File: config.mk
export PLATFORM = sky130hd
export DESIGN_NAME = tsrb_ctrl
export DESIGN_NICKNAME = d
export VERILOG_FILES = /design/src/rtl/core/tsrb_pkg.sv /design/src/rtl/core/tsrb_ctrl.sv
export SDC_FILE = /design/constraint.sdc
export NUM_CORES = 1
export LEC_CHECK = 0
export BUFFER_PORTS_ARGS = -buffer_cell sky130_fd_sc_hd__buf_2
export CORE_AREA = 2 2 39 41
export DETAILED_ROUTE_END_ITERATION = 6
export DIE_AREA = 0 0 41 43
export PLACE_DENSITY_LB_ADDON = 0.08
export SLEW_MARGIN = 5
export SYNTH_ARGS = -nofsm -noshare
export SYNTH_HDL_FRONTEND = slang
export SYNTH_SLANG_ARGS = --single-unit
File: constraint.sdc
create_clock -name clock -period 3.9 [get_ports clock]
set_input_delay 0.195 -clock clock [delete_from_list [all_inputs] [get_ports clock]]
set_output_delay 0.195 -clock clock [all_outputs]
set_load 0.02 [all_outputs]
File: src/rtl/core/tsrb_pkg.sv
package tsrb_pkg;

   // field widths fixed by the interface
   localparam int TS_BITS         = 64;
   localparam int COUNT_BITS      = 16;
   localparam int PORT_SAMPLE_BITS = 32;
   localparam int CSR_INDEX_BITS  = 2;
   localparam int CSR_DATA_BITS   = 17;
   localparam int ANT_CFG_BITS    = 4;

   // operation codes
   localparam logic OP_WRITE = 1'b0;
   localparam logic OP_READ  = 1'b1;

   // status codes
   localparam logic STATUS_OK        = 1'b0;
   localparam logic STATUS_NOT_READY = 1'b1;

   // register indexes
   localparam logic [CSR_INDEX_BITS-1:0] CSR_BUFFER_LENGTH = 2'd0;
   localparam logic [CSR_INDEX_BITS-1:0] CSR_NUM_ANTENNAS  = 2'd1;

   // register reset values
   localparam logic [CSR_DATA_BITS-1:0] LENGTH_RESET   = 17'h10000;
   localparam logic [ANT_CFG_BITS-1:0]  ANTENNAS_RESET = 4'd1;

   // remainder unit step counts
   localparam int MOD_STEP_BITS = 7;
   localparam logic [MOD_STEP_BITS-1:0] MOD_STEPS_WIDE  = 7'd64;
   localparam logic [MOD_STEP_BITS-1:0] MOD_STEPS_INDEX = 7'd16;

   typedef struct packed {
      logic                        operation;
      logic [TS_BITS-1:0]          block_timestamp;
      logic [COUNT_BITS-1:0]       block_samples;
      logic [COUNT_BITS-1:0]       element_index;
      logic [PORT_SAMPLE_BITS-1:0] sample_in;
      logic                        block_end;
   } req_type;

   typedef struct packed {
      logic [PORT_SAMPLE_BITS-1:0] sample_out;
      logic                        status;
      logic [TS_BITS-1:0]          consumer_mark;
      logic                        result_last;
   } rsp_type;

   typedef enum logic [3:0] {
      S_CLEAR,
      S_IDLE,
      S_DECODE,
      S_GAP_MOD,
      S_GAP_FILL,
      S_ADDR,
      S_BASE_MOD,
      S_IDX_MOD,
      S_ACCESS,
      S_RESP
   } state_type;

   typedef enum logic [1:0] {
      MOD_SRC_TIMESTAMP,
      MOD_SRC_INDEX,
      MOD_SRC_WRITE_END
   } mod_src_type;

   typedef enum logic [1:0] {
      SLOT_SRC_NEXT,
      SLOT_SRC_DIRECT,
      SLOT_SRC_REMAINDER
   } slot_src_type;

   typedef struct packed {
      logic         clear_step;
      logic         load_req;
      logic         decode;
      logic         mod_go;
      mod_src_type  mod_src;
      logic         base_load;
      logic         slot_load;
      slot_src_type slot_src;
      logic         gap_load;
      logic         gap_step;
      logic         access;
   } cmd_type;

   typedef struct packed {
      logic clear_done;
      logic is_read;
      logic idx_zero;
      logic read_blocked;
      logic gap_needed;
      logic gap_last;
      logic mod_done;
      logic seq_hit;
      logic base_hit;
      logic idx_small;
   } sts_type;

endpackage

File: src/rtl/core/tsrb_ctrl.sv
module tsrb_ctrl (
   input  logic              clock,
   input  logic              reset,
   input  logic              start,
   output logic              busy,
   output logic              rsp_valid,
   input  tsrb_pkg::sts_type sts,
   output tsrb_pkg::cmd_type cmd
);

   tsrb_pkg::state_type state_ff, state_in;

   // state register
   always_ff @(posedge clock) begin
      if (reset) begin
         state_ff <= tsrb_pkg::S_CLEAR;
      end else begin
         state_ff <= state_in;
      end
   end

   // next state and commands
   always_comb begin
      state_in     = state_ff;
      cmd          = '0;
      cmd.mod_src  = tsrb_pkg::MOD_SRC_TIMESTAMP;
      cmd.slot_src = tsrb_pkg::SLOT_SRC_NEXT;
      busy         = 1'b1;
      rsp_valid    = 1'b0;
      unique case (state_ff)
         tsrb_pkg::S_CLEAR: begin
            cmd.clear_step = 1'b1;
            if (sts.clear_done) begin
               state_in = tsrb_pkg::S_IDLE;
            end
         end
         tsrb_pkg::S_IDLE: begin
            busy = 1'b0;
            if (start) begin
               cmd.load_req = 1'b1;
               state_in     = tsrb_pkg::S_DECODE;
            end
         end
         tsrb_pkg::S_DECODE: begin
            cmd.decode = 1'b1;
            if (sts.is_read) begin
               state_in = sts.read_blocked ? tsrb_pkg::S_RESP : tsrb_pkg::S_ADDR;
            end else if (sts.idx_zero && sts.gap_needed) begin
               cmd.mod_go  = 1'b1;
               cmd.mod_src = tsrb_pkg::MOD_SRC_WRITE_END;
               state_in    = tsrb_pkg::S_GAP_MOD;
            end else begin
               state_in = tsrb_pkg::S_ADDR;
            end
         end
         tsrb_pkg::S_GAP_MOD: begin
            cmd.mod_src = tsrb_pkg::MOD_SRC_WRITE_END;
            if (sts.mod_done) begin
               cmd.gap_load = 1'b1;
               state_in     = tsrb_pkg::S_GAP_FILL;
            end
         end
         tsrb_pkg::S_GAP_FILL: begin
            cmd.gap_step = 1'b1;
            if (sts.gap_last) begin
               state_in = tsrb_pkg::S_ADDR;
            end
         end
         tsrb_pkg::S_ADDR: begin
            if (sts.seq_hit) begin
               cmd.slot_load = 1'b1;
               cmd.slot_src  = tsrb_pkg::SLOT_SRC_NEXT;
               state_in      = tsrb_pkg::S_ACCESS;
            end else if (sts.base_hit && sts.idx_small) begin
               cmd.slot_load = 1'b1;
               cmd.slot_src  = tsrb_pkg::SLOT_SRC_DIRECT;
               state_in      = tsrb_pkg::S_ACCESS;
            end else if (sts.base_hit) begin
               cmd.mod_go  = 1'b1;
               cmd.mod_src = tsrb_pkg::MOD_SRC_INDEX;
               state_in    = tsrb_pkg::S_IDX_MOD;
            end else begin
               cmd.mod_go  = 1'b1;
               cmd.mod_src = tsrb_pkg::MOD_SRC_TIMESTAMP;
               state_in    = tsrb_pkg::S_BASE_MOD;
            end
         end
         tsrb_pkg::S_BASE_MOD: begin
            if (sts.mod_done) begin
               cmd.base_load = 1'b1;
               state_in      = tsrb_pkg::S_ADDR;
            end
         end
         tsrb_pkg::S_IDX_MOD: begin
            cmd.mod_src = tsrb_pkg::MOD_SRC_INDEX;
            if (sts.mod_done) begin
               cmd.slot_load = 1'b1;
               cmd.slot_src  = tsrb_pkg::SLOT_SRC_REMAINDER;
               state_in      = tsrb_pkg::S_ACCESS;
            end
         end
         tsrb_pkg::S_ACCESS: begin
            cmd.access = 1'b1;
            state_in   = tsrb_pkg::S_RESP;
         end
         tsrb_pkg::S_RESP: begin
            rsp_valid = 1'b1;
            busy      = 1'b0;
            if (start) begin
               cmd.load_req = 1'b1;
               state_in     = tsrb_pkg::S_DECODE;
            end else begin
               state_in = tsrb_pkg::S_IDLE;
            end
         end
         default: begin
            state_in = tsrb_pkg::S_IDLE;
         end
      endcase
   end

endmodule

### Yosys cells after proc, flatten, opt, wreduce, memory -nomap -nowiden

Cells that the tools add are included.

| operators by class | value |
|---|---|
| equal/unequal tests | 15 |
| mux-type cells | 36 |
| reductions and logical operators | 5 |

Operators by type and width:

| kind | count |
|---|---|
| 4-bit 2-to-1 mux | 10 |
| 4-bit case mux with 10 select lines | 1 |
| 3-bit 2-to-1 mux | 8 |
| 4-bit by 3-bit equality test with 1-bit output (second input constant) | 4 |
| 1-bit 2-to-1 mux | 13 |
| 2-bit != test (second input constant) | 6 |
| 4-bit by 2-bit equality test with 1-bit output (second input constant) | 2 |
| 4-bit equality test (second input constant) | 2 |
| 2-bit case mux with 4 select lines | 1 |
| 3-bit case mux with 2 select lines | 1 |
| 6-bit AND reduction | 1 |
| 4-bit by 1-bit equality test with 1-bit output (second input constant) | 1 |
| 4-bit logical NOT | 1 |
| 1-bit logical AND | 2 |
| 2-bit 2-to-1 mux | 1 |
| 1-bit case mux with 2 select lines | 1 |
| 2-bit OR reduction | 1 |

| storage, ports and cells | value |
|---|---|
| flip-flop bits (word level) | 4 |
| output and inout bits | 15 |

### Longest topological paths before layout

Gate-level depths: netlist of the first run.

| logic depth | value |
|---|---|
| word-level depth | 4 |
| gate-level depth with buffers | 6 |
| depth with buffers taken out | 4 |

### Worst setup path after synthesis of the first run

Ideal clock, no wire load.

| timing | value |
|---|---|
| path type | register to register |
| start | reg state_ff[2] |
| end | reg state_ff[1] |
| library setup time | 0.117 ns |
| arrival | 1.646 ns |
| data required time | 3.783 ns |
| setup slack | 2.137 ns |
| stages on the path, launching flop included | 5 |
| path buffers | 1 |
| cells stage by stage | dfxtp_1 > buf_2 > nor4_1 > nor4b_1 > a22o_1 |

| on the way | value |
|---|---|
| longest elaborated chain between the ends | 3 |

RTL lines:

| item | line | text |
|---|---|---|
| start, declared | tsrb_ctrl.sv:11 | `tsrb_pkg::state_type state_ff, state_in;` |
| start signal, assigned | tsrb_ctrl.sv:16 | `state_ff <= tsrb_pkg::S_CLEAR;` |
| start signal, assigned | tsrb_ctrl.sv:18 | `state_ff <= state_in;` |
| 4-bit by 3-bit equality test with 1-bit output (tied with other cells) | tsrb_ctrl.sv:30 | `unique case (state_ff)` |
| 2-bit != test (no line) | - |  |
| 6-bit AND reduction (no line) | - |  |

Several ways; a longest one is shown, not always the timed one.
A chain may end at the register's enable or synchronous reset.

==> results of run 1 <==
## report_power, final
part	switching (µW)	leakage (µW)	total [µW]	internal (µW)
registers	9.85	0.0000325	53.0	43.2
clock network	16.8	0.0000138	51.2	34.4
logic	23.0	0.000264	43.8	20.8
total	49.7	0.000311	148	98.4
## layer usage
metal / global-route usage, % / vias to the layer above
met5: 0 / -
met4: 4.000 / 0
met3: 5.236 / 0
met2: 24.38 / 17
met1: 19.55 / 266
li1: - / 296
## Yosys cell counts, drive strengths merged
cell,n
nand2,5
and4,1
dfxtp,4
and2,2
a22o,2
and3,2
nor2,4
o21ai,4
a31oi,1
nor3,4
and4bb,1
mux2i,1
o31ai,1
and2b,1
nand2b,1
or3,1
buf,4
a211o,1
nor4,2
nor2b,1
o21a,1
a21oi,4
clkbuf,1
a2bb2oi,1
nor4b,6
o211a,1
nand3b,1
inv,2
o221ai,1
and3b,2
## cell type report
| cell class | instances | area [µm²] |
|---|---|---|
| Fill cell | 146 | 758.2 |
| Clock buffer | 3 | 22.52 |
| Tap cell | 16 | 20.02 |
| Multi-Input combinational cell | 52 | 360.3 |
| Inverter | 2 | 7.507 |
| Sequential cell | 4 | 80.08 |
| Timing Repair Buffer | 27 | 135.1 |
## how the worst min path moves through the flow
| stage | depth (start not counted) | to | slack (ns) |
|---|---|---|---|
| 2_1_floorplan | 1 | state_ff[0]$_SDFFE_PP0P_ | 0.26 |
| 3_3_place_gp | 2 | state_ff[0]$_SDFFE_PP0P_ | 0.41 |
| 3_5_place_dp | 2 | state_ff[0]$_SDFFE_PP0P_ | 0.41 |
| 4_1_cts | 2 | state_ff[0]$_SDFFE_PP0P_ | 0.15 |
| 5_1_grt | 2 | state_ff[0]$_SDFFE_PP0P_ | 0.16 |
| 6_report | 2 | state_ff[0]$_SDFFE_PP0P_ | 0.17 |
## cells by family (layout without fill, tap and decap cells)
| logic type | Yosys count | after routing |
|---|---|---|
| multiplexers | 1 | 1 |
| AO/OA/AOI/OAI | 17 | 17 |
| AND/OR/NAND/NOR | 34 | 34 |
| flip-flops | 4 | 4 |
| buffers and inverters | 7 | 32 |
## critical path, delay by kind of cell (launching register included)
| kind | cells | cell delay, ns |
|---|---|---|
| DFF | 1 | 0.71 |
| and+or+nand+nor | 2 | 0.50 |
| buffers and inverters | 1 | 0.20 |
## through the flow
step / setup slack [ns] / cells
CTS: 2.025 / 104
detailed placement: 2.200 / 101
global route: 1.851 / 104
finish: 2.049 / 104
global placement: 2.236 / 101
floorplan: 2.137 / 63
==> qor.txt, run 1 <==
Commonest non-fill, non-tap cell in the layout: buf_2
Most frequent cells in the layout: buf_2 (27), nand2_1 (5)
IO buf count: 27
Yosys cell types: 32
Largest stage delay, worst path: 0.71 ns
Biggest register: state_ff
CP Class: reg2out
Avg Inst Size Synth: 7.527 µm²
Post-Synth Adder-Cell Area: 0%
Vias in the first global route: 450
WL per Instance: 12.38 µm
I/O pins: 28
Leakage power: 0.0003105 µW
Final hold viol count: 0
R2r worst-path depth: 4
Unrepaired setup endpoints after global routing: no
Max reg flops: 4
Post-CTS resize count: 0
#FFs+latches synth: 4
Fin util: 45.21%
Worst r2r src: state_ff[0]$_SDFFE_PP0P_
Clock Root Buffer: clkbuf_4
Met3 wire length: 77 µm
Final slew viol count: 0
Cell count after synthesis: 63
Initial Utilization: 34.27%
Largest family of logic cells by synthesized area: simple AND/OR/NAND/NOR gates
Cell Chain, Critical Path: nand3b_1 -> nor4_1 -> buf_2
Worst path slowest cell: dfxtp_1
Multiplexer area fraction after synthesis: 2.111%
Largest net degree at the start of global routing: 20
HP Start: reset
Wl on met1: 626 µm
P&R area growth vs syn: 31.93%
Setup crit end: cmd[3]
Post-synthesis compound-gate area fraction: 24.27%
Area after DPL: 603.1 µm²
Xor-xnor portion of the synthesized cell area: 0%
Final GP Congestion: 0.7632
Biggest regs: state_ff: 4 flops
Routed via count: 579
WL met2: 584 µm
Final instance area: 625.6 µm²
Clock sinks: 4
Synth Warn #: 0
CTS tree: done
Crit. End Element: output port
Number of vias per cell: 5.567
Crit Path Max Fanout: 19
Post-detail-place hpwl: 928.8 µm
Final setup fails: 0
Final period utilization: 47.46%
Synth top area share: 16.89%
Die ar.: 1763 µm²
Post-route setup TNS: 0 ns
Top Layer Used: met3
Overall routing resource usage: 15.55%
Grt total ovfl: 0
Total core area: 1384 µm²
Clock H-tree levels: 1
Hold buffers post-CTS: 0
Clk_lat worst skew: 0.23 ns
Post-synth top area cell: dfxtp_1
Power, Total: 148.0 µW
Chip Height: 43 µm
Initial antenna violation count: 0
Worst vdd ir: 0.0001196 V
Synth Area in Simple Gates: 49.60%
Setup bufs post-CTS: 0
Status: finished, final reports clean
Hold Slack: 0.1690 ns
Relative slew slack: 58.40%
Pre-antenna DRT Iters: 3
Worst Skew: 0.003687 ns
Initial DRC count: 9
Syn Nets: 76
Mapped cell area: 474.2 µm²
First-pass GRT wire length: 1863 µm
Min Tclk post-route: 1.851 ns
CTS Buffer Depth: 2
Flop-to-flop setup slack: 2.18 ns
Floorplan die width: 41 µm
Cell Rows: 14
Critical path data arrival time: 1.66 ns
Worst-Margin Slew: 0.6231 ns
P per Cell Area: 236.6 nW/µm²
Synth top area cells: dfxtp_1 (17%), nor4b_2 (9.5%), nor4b_1 (5.5%), a21oi_1 (4.2%), nor3_1 (4.2%)
R2r endpoint: state_ff[1]$_SDFFE_PP0P_
TritonCTS buffer count: 3
Final ANT Viol Nets: 0
Worst min path class: in2reg
CP Launch Type: flip-flop
Final WL: 1288 µm
Proportion of layout cells with a drive suffix above 1: 38.64%
Clock transition at the registers of the reported paths: 0.04 ns
Final #Nets: 103
Worst Path Required: 3.70 ns
N_diodes: 0
CP Launch Point: state_ff[0]$_SDFFE_PP0P_
Drt drc: 0
Max_cap viols: 0
Highest clock rate: 540.3 MHz
Post-synthesis sequential area ratio: 16.89%
No activity file was read; power rests on OpenSTA's default activity.
==> run 2: changes to the inputs <==
--- a/config.mk
+++ b/config.mk
@@ -5,10 +5,11 @@
 export SDC_FILE = /design/constraint.sdc
 export NUM_CORES = 1
 export LEC_CHECK = 0
+export ABC_AREA = 1
 export BUFFER_PORTS_ARGS = -buffer_cell sky130_fd_sc_hd__buf_2
-export CORE_AREA = 2 2 39 41
+export CORE_MARGIN = 1.5
+export CORE_UTILIZATION = 38
 export DETAILED_ROUTE_END_ITERATION = 6
-export DIE_AREA = 0 0 41 43
 export PLACE_DENSITY_LB_ADDON = 0.08
 export SLEW_MARGIN = 5
 export SYNTH_ARGS = -nofsm -noshare
==> constraint.sdc (replaced) <==
create_clock -name clock -period 1.7 [get_ports clock]
set_input_delay 0.085 -clock clock [delete_from_list [all_inputs] [get_ports clock]]
set_output_delay 0.085 -clock clock [all_outputs]
set_load 0.02 [all_outputs]
==> qor.txt, run 2 <==
Syn Nets: 111 (+46%)
N_diodes: 0 (unchanged)
Cell Rows: 13 (-1)
Register area: 80.08 µm² (unchanged)
Vias in the first global route: 521 (+16%)
Overall routing resource usage: 20.28% (+4.7 points)
Synth top cells by count: nand2_1 (24), nor2_1 (22), inv_1 (16)
Max_cap viols: 0 (unchanged)
CTS Buffer Depth: 2 (unchanged)
Final slew viol count: 0 (unchanged)
R2r endpoint: state_ff[2]$_SDFFE_PP0P_
Main flop type after synthesis: dfxtp_1
Most frequent cells in the layout: buf_2 (27), nand2_1 (24), nor2_1 (22)
Cell-internal power: 371.1 µW (+280%)
Final #Nets: 143 (+39%)
Reg power frac: 20.7% (-15 points)
Post-synth top area cell: nand2_1
CP Launch Type: flip-flop
IO buf count: 27 (unchanged)
Status: finished, final reports clean
P&R area growth vs syn: 34.47%
Part of the power in the clock network: 14.0% (-21 points)
Biggest regs: state_ff: 4 flops
Initial Utilization: 39.82% (+5.6 points)
Final WL: 1301 µm (+1.0%)
Grt total ovfl: 0 (unchanged)
Final setup fails: 0 (unchanged)
Clock sinks: 4 (unchanged)
Most frequent cell after synthesis: nand2_1
Final ANT Viol Nets: 0 (unchanged)
Setup bufs post-CTS: 0 (unchanged)
I/O pins: 28 (unchanged)
Post-CTS resize count: 0 (unchanged)
Final GP Congestion: 0.8625 (+13%)
Number of flops mapped to enable cells by yosys: 0 (unchanged)
Initial antenna violation count: 0 (unchanged)
Final period utilization: 87.91%
Initial DRC count: 21 (+12)
Hold Slack: 0.05939 ns (-0.1096 ns)
GR Layer Usage met2: 31.15% (+6.8 points)
Worst hold stages: 2 (unchanged)
Clock H-tree levels: 1 (unchanged)
WHS Endpoint: state_ff[2]$_SDFFE_PP0P_
Post-detail-place hpwl: 1118 µm (+20%)
Number of vias per cell: 4.692 (-16%)
Largest net degree at the start of global routing: 8 (-60%)
Biggest register: state_ff
Chip Height: 39.70 µm (-7.7%)
Leakage power: 0.0004266 µW (+37%)
Proportion of layout cells with a drive suffix above 1: 32.81% (-5.8 points)
Met3 Use GR: 5.114% (-0.12 points)
#FFs+latches synth: 4 (unchanged)
Post-synthesis sequential area ratio: 15.65% (-1.2 points)
Final hold viol count: 0 (unchanged)
CP Class: reg2out
Cell count after synthesis: 98 (+56%)
Drt drc: 0 (unchanged)
Floorplan die width: 39.70 µm (-3.2%)
Multi-input gate area: 367.9 µm² (+2.1%)
Clock Root Buffer: clkbuf_4
Sw frac: 53.17% (+20 points)
P per Cell Area: 1152 nW/µm² (+390%)
Post-route setup TNS: 0 ns (unchanged)
Hold buffers post-CTS: 0 (unchanged)
Flop-to-flop setup slack: 0.39 ns (-1.79 ns)
Commonest non-fill, non-tap cell in the layout: buf_2
Sw power: 421.3 µW (+750%)
GRT busiest layer: met2
Highest clock rate: 669.2 MHz
Worst vdd ir: 0.0007580 V (+530%)
Synth top area cells: nand2_1 (18%), nor2_1 (16%), dfxtp_1 (16%), inv_1 (12%), nand3_1 (9.8%)
Die ar.: 1576 µm² (-11%)
Critical path data arrival time: 1.41 ns (-0.25 ns)
Unrepaired setup endpoints after global routing: no
Ys async rst share: 0% (unchanged)
Worst r2r src: state_ff[2]$_SDFFE_PP0P_
WL per Instance: 9.098 µm (-27%)
Filler cells: 166 (+14%)
Worst Path Required: 1.62 ns (-2.08 ns)
Crit. End Element: output port
Synth Warn #: 0 (unchanged)
Logic pwr share: 65.2% (+36 points)
Clock transition at the registers of the reported paths: 0.03 ns (about the same)
HP Start: reset
Clk_lat worst skew: 0.23 ns (about the same)
Relative slew slack: 78.31% (+20 points)
Worst Skew: 0.0009532 ns (-0.002734 ns)
Worst-Margin Slew: 0.3241 ns (-0.2990 ns)
Synth top area share: 17.60% (+0.72 points)
Pre-antenna DRT Iters: 4 (+1)
Total core area: 1285 µm² (-7.1%)
TritonCTS buffer count: 3 (unchanged)
Yosys cell types: 18 (-44%)
Crit Path Max Fanout: 6 (-13)
CTS tree: done
Met1 usage: 26.60% (+7.0 points)
Mapped cell area: 511.7 µm² (+7.9%)
Worst min path class: in2reg
Avg Inst Size Synth: 5.222 µm² (-31%)
Max reg flops: 4 (unchanged)
First-pass GRT wire length: 2132 µm (+14%)
R2r worst-path depth: 9 (+5)
Min Tclk post-route: 1.494 ns
Routed via count: 671 (+16%)
-- run 2: changes by cell type in the layout (fill, tap and decap cells not counted), moves of 10 or more --
cell and change:
nand2_1 +19, nand3_1 +10, nor2_1 +18, inv_1 +14
-- run 2: how the worst max path moves through the flow --
stage | slack, ns | depth (start not counted) | end | from
finish | 0.21 | 6 | cmd[5] | state_ff[3]$_SDFFE_PP0P_
global route | 0.09 | 5 | cmd[9] | state_ff[0]$_SDFFE_PP0P_
CTS | 0.21 | 6 | cmd[5] | state_ff[3]$_SDFFE_PP0P_
detailed placement | 0.40 | 9 | state_ff[2]$_SDFFE_PP0P_ | state_ff[2]$_SDFFE_PP0P_
global placement | 0.39 | 9 | state_ff[2]$_SDFFE_PP0P_ | state_ff[2]$_SDFFE_PP0P_
floorplan | 0.41 | 5 | cmd[5] | state_ff[3]$_SDFFE_PP0P_
-- run 2: layout make-up --
class / instances / share of cell area, %
Multi-Input combinational cell: 77 / 53.45
Timing Repair Buffer: 27 / 19.64
Sequential cell: 4 / 11.64
Inverter: 17 / 9.273
Clock buffer: 3 / 3.273
Tap cell: 15 / 2.727
-- run 2: cells by family after synthesis --
logic type | Yosys count | share of synthesized area (%)
simple gates | 70 | 63.82
buf+inv | 17 | 12.47
compound gates | 7 | 8.069
flops | 4 | 15.65
-- run 2: critical path, cell delays in order, from the launching register on --
cell and delay (ns):
dfxtp_1 0.38, inv_1 0.15, nand2_1 0.10, nor2_1 0.15
inv_1 0.09, o21ai_0 0.14, buf_2 0.18
-- run 2: metrics by stage --
| stage | total power [µW] | instance area (µm²) | util [%] | worst slack [ns] | instances |
|---|---|---|---|---|---|
| after floorplan | 545.3 | 511.7 | - | 0.4062 | 98 |
| after global placement | 686.5 | 665.6 | 51.80 | 0.3883 | 140 |
| after detailed placement | 684.7 | 665.6 | 51.80 | 0.3964 | 140 |
| after CTS | 801.6 | 688.2 | 53.55 | 0.2064 | 143 |
| after global routing | 896.3 | 688.2 | 53.55 | 0.08811 | 143 |
| final | 792.4 | 688.2 | 53.55 | 0.2056 | 143 |
-- run 2: power groups by stage --
stage / clock network (µW) / registers (µW) / logic (µW)
finish: 111 / 164 / 517
global route: 130 / 169 / 597
CTS: 118 / 164 / 521
detailed placement: 0 / 165 / 520
global placement: 0 / 163 / 523
floorplan: 0 / 156 / 389
-- run 2: per-layer routing --
layer  vias to the layer above  wire length (µm)
met5                         -                 0
met3                         0                66
met1                       283               642
met4                         0                 0
li1                        366                 -
met2                        22               593
==> run 3: changes to the inputs <==
--- a/config.mk
+++ b/config.mk
@@ -10,7 +10,7 @@
 export CORE_MARGIN = 1.5
 export CORE_UTILIZATION = 38
 export DETAILED_ROUTE_END_ITERATION = 6
-export PLACE_DENSITY_LB_ADDON = 0.08
+export PLACE_DENSITY = 0.73
 export SLEW_MARGIN = 5
 export SYNTH_ARGS = -nofsm -noshare
 export SYNTH_HDL_FRONTEND = slang
==> qor.txt, run 3 (synthesized netlist as in run 2, its figures left out) <==
Max_cap viols: 0 (unchanged)
Routed via count: 679 (+1.2%)
Crit Path Max Fanout: 6 (unchanged)
Cell family with most CP delay: flip-flops
Largest stage delay, worst path: 0.46 ns (+0.08 ns)
I/O pins: 28 (unchanged)
Sw power: 422.1 µW (+0.19%)
Critical path data arrival time: 1.40 ns (about the same)
Initial DRC count: 13 (-38%)
Worst min path class: in2reg
Initial Utilization: 39.82% (unchanged)
Status: finished, final reports clean
Filler cells: 147 (-11%)
Clock sinks: 4 (unchanged)
Worst Skew: 0.002209 ns (+0.001256 ns)
Biggest register: state_ff
Final GP Congestion: 0.8324 (-3.5%)
Worst r2r src: state_ff[2]$_SDFFE_PP0P_
Met3 Use GR: 1.705% (-3.4 points)
N_diodes: 0 (unchanged)
Setup bufs post-CTS: 0 (unchanged)
CP Class: reg2out
Total core area: 1285 µm² (unchanged)
First-pass GRT wire length: 1987 µm (-6.8%)
WL per Instance: 9.070 µm (-0.31%)
Final WL: 1297 µm (-0.31%)
Pre-antenna DRT Iters: 4 (unchanged)
Placed insts: 140 (unchanged)
Floorplan die width: 39.70 µm (unchanged)
Drt drc: 0 (unchanged)
Die ar.: 1576 µm² (unchanged)
Relative slew slack: 79.59% (+1.3 points)
Cell Chain, Critical Path: inv_2 -> nor2_4 -> nand2_1 -> nor3_1 -> buf_2
Reg power frac: 20.6% (about the same)
Cell-internal power: 371.1 µW (about the same)
Unrepaired setup endpoints after global routing: no
Proportion of layout cells with a drive suffix above 1: 32.81% (unchanged)
Part of the power in the clock network: 14.1% (about the same)
TritonCTS buffer count: 3 (unchanged)
Worst vdd ir: 0.0006620 V (-13%)
Worst path slowest cell: dfxtp_1
Final slew viol count: 0 (unchanged)
CP Launch Point: state_ff[2]$_SDFFE_PP0P_
GRT busiest layer: met2
IO buf count: 27 (unchanged)
Crit. End Element: output port
Commonest non-fill, non-tap cell in the layout: buf_2
Final hold viol count: 0 (unchanged)
Logic pwr share: 65.4% (+0.2 points)
Post-route setup TNS: 0 ns (unchanged)
Max reg flops: 4 (unchanged)
Number of vias per cell: 4.748 (+1.2%)
Worst Path Required: 1.62 ns (about the same)
Grt total ovfl: 0 (unchanged)
Overall routing resource usage: 18.13% (-2.2 points)
Final ANT Viol Nets: 0 (unchanged)
Largest net degree at the start of global routing: 8 (unchanged)
GR Layer Usage met2: 30.33% (-0.82 points)
Hold buffers post-CTS: 0 (unchanged)
Clock transition at the registers of the reported paths: 0.03 ns (about the same)
Initial antenna violation count: 0 (unchanged)
CTS tree: done
Clk_lat worst skew: 0.23 ns (about the same)
CP Launch Type: flip-flop
Worst path bufs/invs: 2 (-1)
Post-detail-place hpwl: 1075 µm (-3.8%)
Final period utilization: 87.15% (-0.75 points)
Biggest regs: state_ff: 4 flops
Clock Root Buffer: clkbuf_4
Min Tclk post-route: 1.482 ns (-0.01282 ns)
Clock H-tree levels: 1 (unchanged)
Sw frac: 53.22% (about the same)
Most frequent cells in the layout: buf_2 (27), nand2_1 (24), nor2_1 (22)
Post-CTS resize count: 0 (unchanged)
P per Cell Area: 1153 nW/µm² (about the same)
CTS Buffer Depth: 2 (unchanged)
Met1 usage: 24.08% (-2.5 points)
Final setup fails: 0 (unchanged)
Worst-Margin Slew: 0.3051 ns (-0.01905 ns)
Cell Rows: 13 (unchanged)
HP Start: reset
Highest clock rate: 674.9 MHz (+0.87%)
Leakage power: 0.0004266 µW (unchanged)
Post-Layout Cell Count: 143 (unchanged)
Final #Nets: 143 (unchanged)
Fin util: 53.55% (unchanged)
Vias in the first global route: 516 (-0.96%)
Chip Height: 39.70 µm (unchanged)
P&R area growth vs syn: 34.47% (unchanged)
-- run 3: cell counts in the layout (fill, tap and decap cells not counted) --
Identical to the previous run, type by type.
-- run 3: final cells by class --
cell class,count,area (µm²),area share (%)
clock buffers,3,22.52,3.273
repair buffers,27,135.1,19.64
inverters,17,63.81,9.273
well taps,15,18.77,2.727
multi-input cells,77,367.9,53.45
flip-flops and latches,4,80.08,11.64
-- run 3: final timing paths --
kind                                    to  slack (ns)  cells past startpoint
setup / recovery                    cmd[3]        0.22                      5
hold / removal    state_ff[2]$_SDFFE_PP0P_        0.06                      2
setup reg to reg  state_ff[2]$_SDFFE_PP0P_        0.38                      8
hold reg to reg   state_ff[2]$_SDFFE_PP0P_        0.59                      2
-- run 3: per-layer routing --
metal | wire length [µm] | vias up
met2 | 612 | 16
li1 | - | 366
met3 | 51 | 0
met5 | 0 | -
met1 | 634 | 297
met4 | 0 | 0
-- run 3: worst register-to-register path, cell delays in order (launching register included) --
cell     delay (ns)
dfxtp_1        0.46
inv_2          0.11
nor2_4         0.17
nand2_1        0.09
nand2_1        0.08
nand2_2        0.07
nand2_2        0.09
nand2_1        0.07
a21oi_2        0.13
-- run 3: power groups by stage --
stage,Clock (µW),Combinational [µW],Sequential (µW)
finish,111,519,163
global route,119,595,168
CTS,117,523,163
detailed placement,0,518,164
global placement,0,523,163
floorplan,0,389,156
-- run 3: through the flow --
| stage | hold WS, ns | instance area [µm²] | setup WS (ns) | power (µW) |
|---|---|---|---|---|
| final | 0.06046 | 688.2 | 0.2184 | 793.2 |
| after global routing | 0.07239 | 688.2 | 0.1098 | 882.3 |
| after CTS | 0.05726 | 688.2 | 0.2281 | 802.4 |
| after detailed placement | 0.2936 | 665.6 | 0.4034 | 682.3 |
| after global placement | 0.2915 | 665.6 | 0.4059 | 686.0 |
| after floorplan | 0.1474 | 511.7 | 0.4062 | 545.3 |
